### src/rtl/nfa_pkg.sv
// Package for the next-fit free-list allocator.
// Holds request and response types, header layout, sizing constants and the
// controller state and datapath command encodings. Depends on nothing.
package nfa_pkg;

	localparam int ADDR_W      = 12;
	localparam int SIZE_W      = 13;
	localparam int BYTES_W     = 16;
	localparam int HEAP_UNITS  = 4096;
	localparam int GROW_UNITS  = 1024;
	localparam int UNIT_BYTES  = 16;
	localparam int SPLIT_MIN   = 2;
	localparam int WALK_LIMIT  = HEAP_UNITS + 2;
	localparam int ALLOC_LIMIT = 4 * HEAP_UNITS + 16;
	localparam int WSTEP_W     = $clog2(WALK_LIMIT + 1);
	localparam int ASTEP_W     = $clog2(ALLOC_LIMIT + 1);

	localparam logic OPC_ALLOC = 1'b0;
	localparam logic OPC_FREE  = 1'b1;
	localparam logic ST_OK     = 1'b0;
	localparam logic ST_OOM    = 1'b1;

	typedef struct packed {
		logic                op;
		logic [BYTES_W-1:0]  alloc_bytes;
		logic [ADDR_W-1:0]   block_address;
	} req_t;

	typedef struct packed {
		logic [ADDR_W-1:0] data_address;
		logic              status;
	} rsp_t;

	typedef struct packed {
		logic [ADDR_W-1:0] next;
		logic [SIZE_W-1:0] size;
	} hdr_t;

	typedef enum logic [3:0] {
		S_IDLE,
		S_FREE,
		S_FREE_BH,
		S_INS_WALK,
		S_INS_N,
		S_INS_P,
		S_AL_START,
		S_AL_PREV,
		S_AL_CHK,
		S_AL_GROW,
		S_AL_POST,
		S_AL_SPLIT,
		S_RESP
	} state_t;

	typedef enum logic [3:0] {
		DP_NONE,
		DP_LOAD,
		DP_RD_BH,
		DP_FREE_START,
		DP_GROW_START,
		DP_WALK,
		DP_INS_N,
		DP_INS_P,
		DP_RD_ROVER,
		DP_AL_PREV,
		DP_AL_CHK,
		DP_AL_STEP,
		DP_SPLIT,
		DP_FAIL
	} dp_op_t;

	typedef struct packed {
		dp_op_t op;
	} dp_cmd_t;

	typedef struct packed {
		logic op_free;
		logic free_ok;
		logic walk_hit;
		logic walk_over;
		logic fit;
		logic whole;
		logic at_rover;
		logic alloc_over;
		logic grow_ok;
	} dp_status_t;

endpackage

### src/rtl/nfa_ctrl.sv
// Controller state machine of the allocator.
// Sequences header reads and writes for allocate, free and break growth.
// Depends on nfa_pkg.
module nfa_ctrl (
	input  logic               clk,
	input  logic               arst_n,
	input  logic               req_valid,
	input  logic               req_op,
	input  logic               out_free,
	input  nfa_pkg::dp_status_t st,
	output nfa_pkg::dp_cmd_t   cmd,
	output logic               busy,
	output logic               rsp_load
);
	import nfa_pkg::*;

	state_t state_q, state_d;

	always_ff @(posedge clk or negedge arst_n) begin
		if (!arst_n) begin
			state_q <= S_IDLE;
		end else begin
			state_q <= state_d;
		end
	end

	always_comb begin
		state_d  = state_q;
		cmd.op   = DP_NONE;
		rsp_load = 1'b0;
		busy     = (state_q != S_IDLE);
		case (state_q)
			S_IDLE: begin
				if (req_valid) begin
					cmd.op  = DP_LOAD;
					state_d = (req_op == OPC_FREE) ? S_FREE : S_AL_START;
				end
			end
			S_FREE: begin
				if (st.free_ok) begin
					cmd.op  = DP_RD_BH;
					state_d = S_FREE_BH;
				end else begin
					state_d = S_RESP;
				end
			end
			S_FREE_BH: begin
				cmd.op  = DP_FREE_START;
				state_d = S_INS_WALK;
			end
			S_INS_WALK: begin
				cmd.op = DP_WALK;
				if (st.walk_hit) begin
					state_d = S_INS_N;
				end else if (st.walk_over) begin
					// An overlong walk leaves the list as it was.
					state_d = st.op_free ? S_RESP : S_AL_POST;
				end
			end
			S_INS_N: begin
				cmd.op  = DP_INS_N;
				state_d = S_INS_P;
			end
			S_INS_P: begin
				cmd.op  = DP_INS_P;
				state_d = st.op_free ? S_RESP : S_AL_POST;
			end
			S_AL_START: begin
				cmd.op  = DP_RD_ROVER;
				state_d = S_AL_PREV;
			end
			S_AL_PREV: begin
				cmd.op  = DP_AL_PREV;
				state_d = S_AL_CHK;
			end
			S_AL_CHK: begin
				cmd.op = DP_AL_CHK;
				if (st.fit) begin
					state_d = st.whole ? S_RESP : S_AL_SPLIT;
				end else if (st.at_rover) begin
					state_d = S_AL_GROW;
				end else if (st.alloc_over) begin
					state_d = S_RESP;
				end
			end
			S_AL_GROW: begin
				if (st.grow_ok) begin
					cmd.op  = DP_GROW_START;
					state_d = S_INS_WALK;
				end else begin
					cmd.op  = DP_FAIL;
					state_d = S_RESP;
				end
			end
			S_AL_POST: begin
				cmd.op  = DP_AL_STEP;
				state_d = st.alloc_over ? S_RESP : S_AL_PREV;
			end
			S_AL_SPLIT: begin
				cmd.op  = DP_SPLIT;
				state_d = S_RESP;
			end
			S_RESP: begin
				if (out_free) begin
					rsp_load = 1'b1;
					state_d  = S_IDLE;
				end
			end
			default: begin
				state_d = S_IDLE;
			end
		endcase
	end

	a_resp_done: assert property (@(posedge clk) disable iff (!arst_n)
		(state_q == S_RESP && out_free) |=> (state_q == S_IDLE))
		else $error("response slot was free but the controller did not finish");

	a_split_resp: assert property (@(posedge clk) disable iff (!arst_n)
		(state_q == S_AL_SPLIT) |=> (state_q == S_RESP))
		else $error("split did not end the request");

	a_ins_pair: assert property (@(posedge clk) disable iff (!arst_n)
		(state_q == S_INS_N) |=> (state_q == S_INS_P))
		else $error("insert did not write the predecessor header");

endmodule

### config.mk
export PLATFORM = sky130hd
export DESIGN_NAME = nfa_ctrl
export DESIGN_NICKNAME = d
export VERILOG_FILES = /design/src/rtl/nfa_pkg.sv /design/src/rtl/nfa_ctrl.sv
export SDC_FILE = /design/constraint.sdc
export NUM_CORES = 1
export LEC_CHECK = 0
export BUFFER_PORTS_ARGS = -buffer_cell sky130_fd_sc_hd__buf_2
export CORE_AREA = 2 2 43 45
export DETAILED_ROUTE_END_ITERATION = 6
export DIE_AREA = 0 0 45 47
export HOLD_SLACK_MARGIN = 0.03
export PLACE_DENSITY = 0.8
export SYNTH_ARGS = -nofsm -noshare
export SYNTH_HDL_FRONTEND = slang
export SYNTH_SLANG_ARGS = --single-unit
### constraint.sdc
create_clock -name clk -period 1.5 [get_ports clk]
set_input_delay 0.15 -clock clk [delete_from_list [all_inputs] [get_ports clk]]
set_output_delay 0.15 -clock clk [all_outputs]
set_load 0.005 [all_outputs]
* Word level (Yosys, flattened, before mapping)
Index checks and enable logic that the tools add are counted.
** Word-level totals
- Register bits after elaboration :: 4
- Output and inout port bits :: 6
** Operators by class
- Reduce and logical (&&, ||, !) cells :: 3
- Eq/ne operators :: 16
- Multiplexer cells :: 20
** Operators with widths (count)
- 4-bit one-hot mux with 13 select lines :: 1
- 4-bit one-hot mux with 12 select lines :: 1
- 4-bit two-way mux :: 11
- 4-bit == test (second input constant) :: 5
- 4-bit by 3-bit == test with 1-bit output (second input constant) :: 4
- 3-bit two-way mux :: 3
- 4-bit by 2-bit == test with 1-bit output (second input constant) :: 2
- 4-bit by 1-bit == test with 1-bit output (second input constant) :: 1
- 4-bit zero test :: 1
- 2-bit inequality test (second input constant) :: 2
- 4-bit inequality test (second input constant) :: 1
- 4-bit AND reduction :: 1
- 4-bit nonzero test :: 1
- 1-bit two-way mux :: 3
- 3-bit inequality test (second input constant) :: 1
- 2-bit two-way mux :: 1

* Depth between registers and ports, before layout
- Depth in word-level cells :: 4
- Depth in mapped cells :: 6
- Gate-level depth less buffers :: 4

* Worst setup path after synthesis
OpenSTA, ideal clock, no wires.
- Path kind :: reg2reg
- Start :: register state_q[1]
- End :: register state_q[3]
- Path slack :: -0.033 ns
- Data arrival time :: 1.413 ns
- Cell stages (with the launch flop) :: 6
- Cell sequence :: dfrtp_1 -> buf_6 -> or4_4 -> o21ai_2 -> nor2_1 -> a31o_1
** On the way
- Word-level cells in the longest chain between the ends :: 3
** Ends and longest elaborated chain
- start, declared :: line nfa_ctrl.sv:17 : state_t state_q, state_d;
- start signal, assigned :: line nfa_ctrl.sv:23 : state_q <= state_d;
- 4-bit == test, or another cell as far along :: line nfa_ctrl.sv:32 : case (state_q)
- 4-bit inequality test (no source line), or another cell as far along
- 4-bit AND reduction (no source line)
Parallel ways exist; a longest one is shown, timed or not.
A chain may end at the register's enable or synchronous reset.

* Worst setup path after layout
- Start :: register state_q[1]
- End :: output port rsp_load
** On the way
- Word-level cells in the longest chain between the ends :: 2
** Ends and longest elaborated chain
- 4-bit == test :: line nfa_ctrl.sv:32
- 1-bit two-way mux :: line nfa_ctrl.sv:32
- end, declared :: line nfa_ctrl.sv:13 : output logic rsp_load
No other way between the ends.

==> PnR_summary.wiki <==
{| class="wikitable"
! Metric !! Value
|-
| Total wirelength of the detailed-routed design || 2.28 mm
|-
| Sequential area share after synthesis || 14.6%
|-
| CP Max Fanout || 5
|-
| Worst EP required || 1.35 ns
|-
| Insertion delay to the later sink of the worst-skew pair || 0.25 ns
|-
| Syn Std Cell Area || 687 um2
|-
| Starting density of the core || 41.6%
|-
| Synth area leaders || dfrtp_1, clkbuf_8, nor2_1
|-
| Drt first-iter violations || 24
|-
| Cell type with the largest total area after synthesis || dfrtp_1
|-
| Number of distinct library cells after synthesis || 46
|-
| Pin count of the biggest net entering global routing || 15
|-
| Maximum vdd drop || 0.986 mV
|-
| Register-to-Register Setup Slack || -0.16 ns
|-
| Average instance area after synthesis || 7.81 um2
|-
| Leakage || 0.464 nW
|-
| Violated checks || setup timing
|-
| Max Cap Viol || 0
|-
| Gate count after technology mapping || 88
|-
| Net count reported at finish || 143
|-
| Source of the critical timing path || state_q[1]
|-
| Biggest regs || state_q x4
|-
| Routed length per instance || 15.8 um
|-
| Share of the cycle needed by the critical path after routing || 113%
|-
| Share of cells above drive strength 1 || 53.5%
|-
| Most used DFF post-synth || dfrtp_1
|-
| Reg-to-Reg End || state_q[1]
|-
| Total Die Area || 2120 um2
|-
| Remaining Overflow, GRT || 0
|-
| Share of flip-flops with an asynchronous set or reset after synthesis || 100%
|-
| Wire length of the first global-routing pass || 3.53 mm
|-
| Endpoint arrival time on the critical path || 1.55 ns
|-
| Clock period minus worst slack || 1.70 ns
|-
| Iteration count of the initial detailed-routing pass || 4
|-
| Syn. warnings || 0
|-
| Number of setup violations in the final report || 10
|-
| Most used standard cells in the synthesized netlist || nor2_1, nand2_1
|-
| Setup TNS Final || -1.34 ns
|-
| DR vias/cell || 6.08
|-
| Max clock buf depth || 2
|-
| Startpoint type of the worst setup path || flip-flop
|-
| Number of buffers added by the clock tree synthesis step || 3
|-
| Sum of net half-perimeters after detailed placement || 1.45 mm
|-
| Number of enable flip-flop cells after synthesis || 0
|-
| Highest clock frequency the design can meet || 0.590 GHz
|-
| Endpoint kind of the worst setup timing path || output port
|-
| Final total power || 2.13 mW
|-
| Initial antenna violation count || 0
|-
| Transition time at the pin with the least slew margin || 0.285 ns
|-
| Final Worst Setup Slack || -0.196 ns
|-
| Antenna violation net count after detailed routing || 0
|-
| Headroom to the max-slew limit || 80.7%
|-
| Final-layout fill cell count || 131
|-
| Most flop-heavy register || state_q
|-
| Proportion of netlist area held by the largest area contributor || 14.6%
|-
| Worst min-delay path category || input port to asynchronous set/reset pin
|-
| Remaining design rule violation count || 0
|-
| Weighted congestion reported at the end of routability-driven placement || 0.856
|-
| Clock Pin Slew Worst Setup and Hold Paths || 0.04 ns
|-
| Worst hold slack after final layout || 0.238 ns
|-
| Final setup skew || 0.00740 ns
|-
| Die width || 45 um
|-
| Number of register bits inferred by synthesis || 4
|-
| Die height || 47 um
|-
| Final Hold Vio Count || 0
|-
| Overall fraction of global-route tracks in use || 22.3%
|-
| Outcome || finished, violations left
|-
| Depth of the most critical reg-to-reg path || 5
|-
| Std-Cell Core Area || 1650 um2
|-
| Signed area change from the synthesized netlist to the final layout || 53.4%
|-
| Critical path start-end classification || flip-flop to output port
|-
| CTS tree || yes
|-
| Most frequently used cell type in the post-synthesis netlist || nor2_1
|-
| Number of global-route vias before repair || 802
|-
| RSZ-0062 raised after global routing || yes
|-
| Post-Synthesis Net Count || 102
|-
| Beginning of the worst register-to-register path || state_q[1]
|-
| Number of flip-flops in the largest register || 4
|-
| Sinks on Clock Net || 4
|-
| Via total after detailed routing || 876
|-
| Pwr dens || 2020 nW/um2
|-
| Antenna Cells || 0
|-
| Number of pins exceeding their max-slew limit in the final report || 0
|-
| Buffers on Ports || 19
|-
| Total I/O pin count || 20
|-
| Standard-cell row count || 15
|-
| Root buffer cell || clkbuf_4
|-
| H-tree levels || 1
|}
[worst max-delay path, cell delays in order (launching register included)]
cell,delay [ns]
dfrtp_2,0.44
or4bb_1,0.55
buf_6,0.15
nor2_4,0.06
buf_2,0.11
[power breakdown]
part,leakage (nW),internal (mW),switching [mW]
Sequential,0.0465,0.168,0.0737
Clock,0.0138,0.0905,0.0587
Combinational,0.404,0.949,0.793
Total,0.464,1.21,0.925
[how the worst max path moves through the flow]
stage / endpoint / slack, ns / cells after the start
after global placement: state_q[0] / -0.08 / 5
after floorplan: state_q[3] / -0.003 / 5
after global routing: state_q[2] / -0.23 / 5
after detailed placement: state_q[0] / -0.10 / 5
final: rsp_load / -0.20 / 4
after CTS: rsp_load / -0.19 / 4
[cell families (layout without fill, tap and decap cells)]
kind of cell	after synthesis	after routing	share of synthesized area, %
AO/OA/AOI/OAI	26	26	27.9
flip-flops	4	4	14.6
AND/OR/NAND/NOR	45	45	39.3
buffers and inverters	10	49	13.8
multiplexers	2	2	3.10
XOR/XNOR	1	1	1.28
[repair_timing]
| action | CTS | global route |
|---|---|---|
| hold buffers | 1 | 0 |
| hold endpoints to repair | 4 | 0 |
| resized for setup | 19 | 15 |
| endpoints found under the setup margin | 10 | 10 |
| setup buffers | 8 | 3 |
| pin swaps | 11 | 7 |
[through the flow]
stage	util [%]	setup slack (ns)	area (um2)	instances
finish	63.8	-0.196	1050	144
floorplan	-	-0.00322	687	88
global route	63.8	-0.230	1050	144
global placement	49.2	-0.0759	813	129
detailed placement	49.2	-0.101	813	129
CTS	59.2	-0.190	978	141
[final cells by class]
type | instances | area (um2) | share of cell area (%)
sequential | 4 | 104 | 9.86
timing repair buffer | 44 | 333 | 31.6
inverter | 2 | 7.51 | 0.713
multi-input combinational | 74 | 566 | 53.7
clock buffer | 3 | 22.5 | 2.14
tap | 17 | 21.3 | 2.02
[metal layers]
layer	track usage [%]	wire, um	up-vias
met3	1.15	106	6
li1	-	-	416
met2	40.3	1180	32
met1	28.2	945	422
met5	0	0	-
met4	8.24	43	0
[placed cells by master, fill, tap and decap left out, drive strengths merged, types with 2 or more instances in the layout]
master and instances:
nand2b 4, o2111ai 2, a21oi 4, clkbuf 3, nor4b 2, nand3b 2, nor3 2, nand2 7
inv 2, buf 43, a211oi 2, nor2 11, or3b 2, dfrtp 4, nor2b 2, a31o 2
o21ai 6
Note: power is estimated with default switching activity, not from simulation.
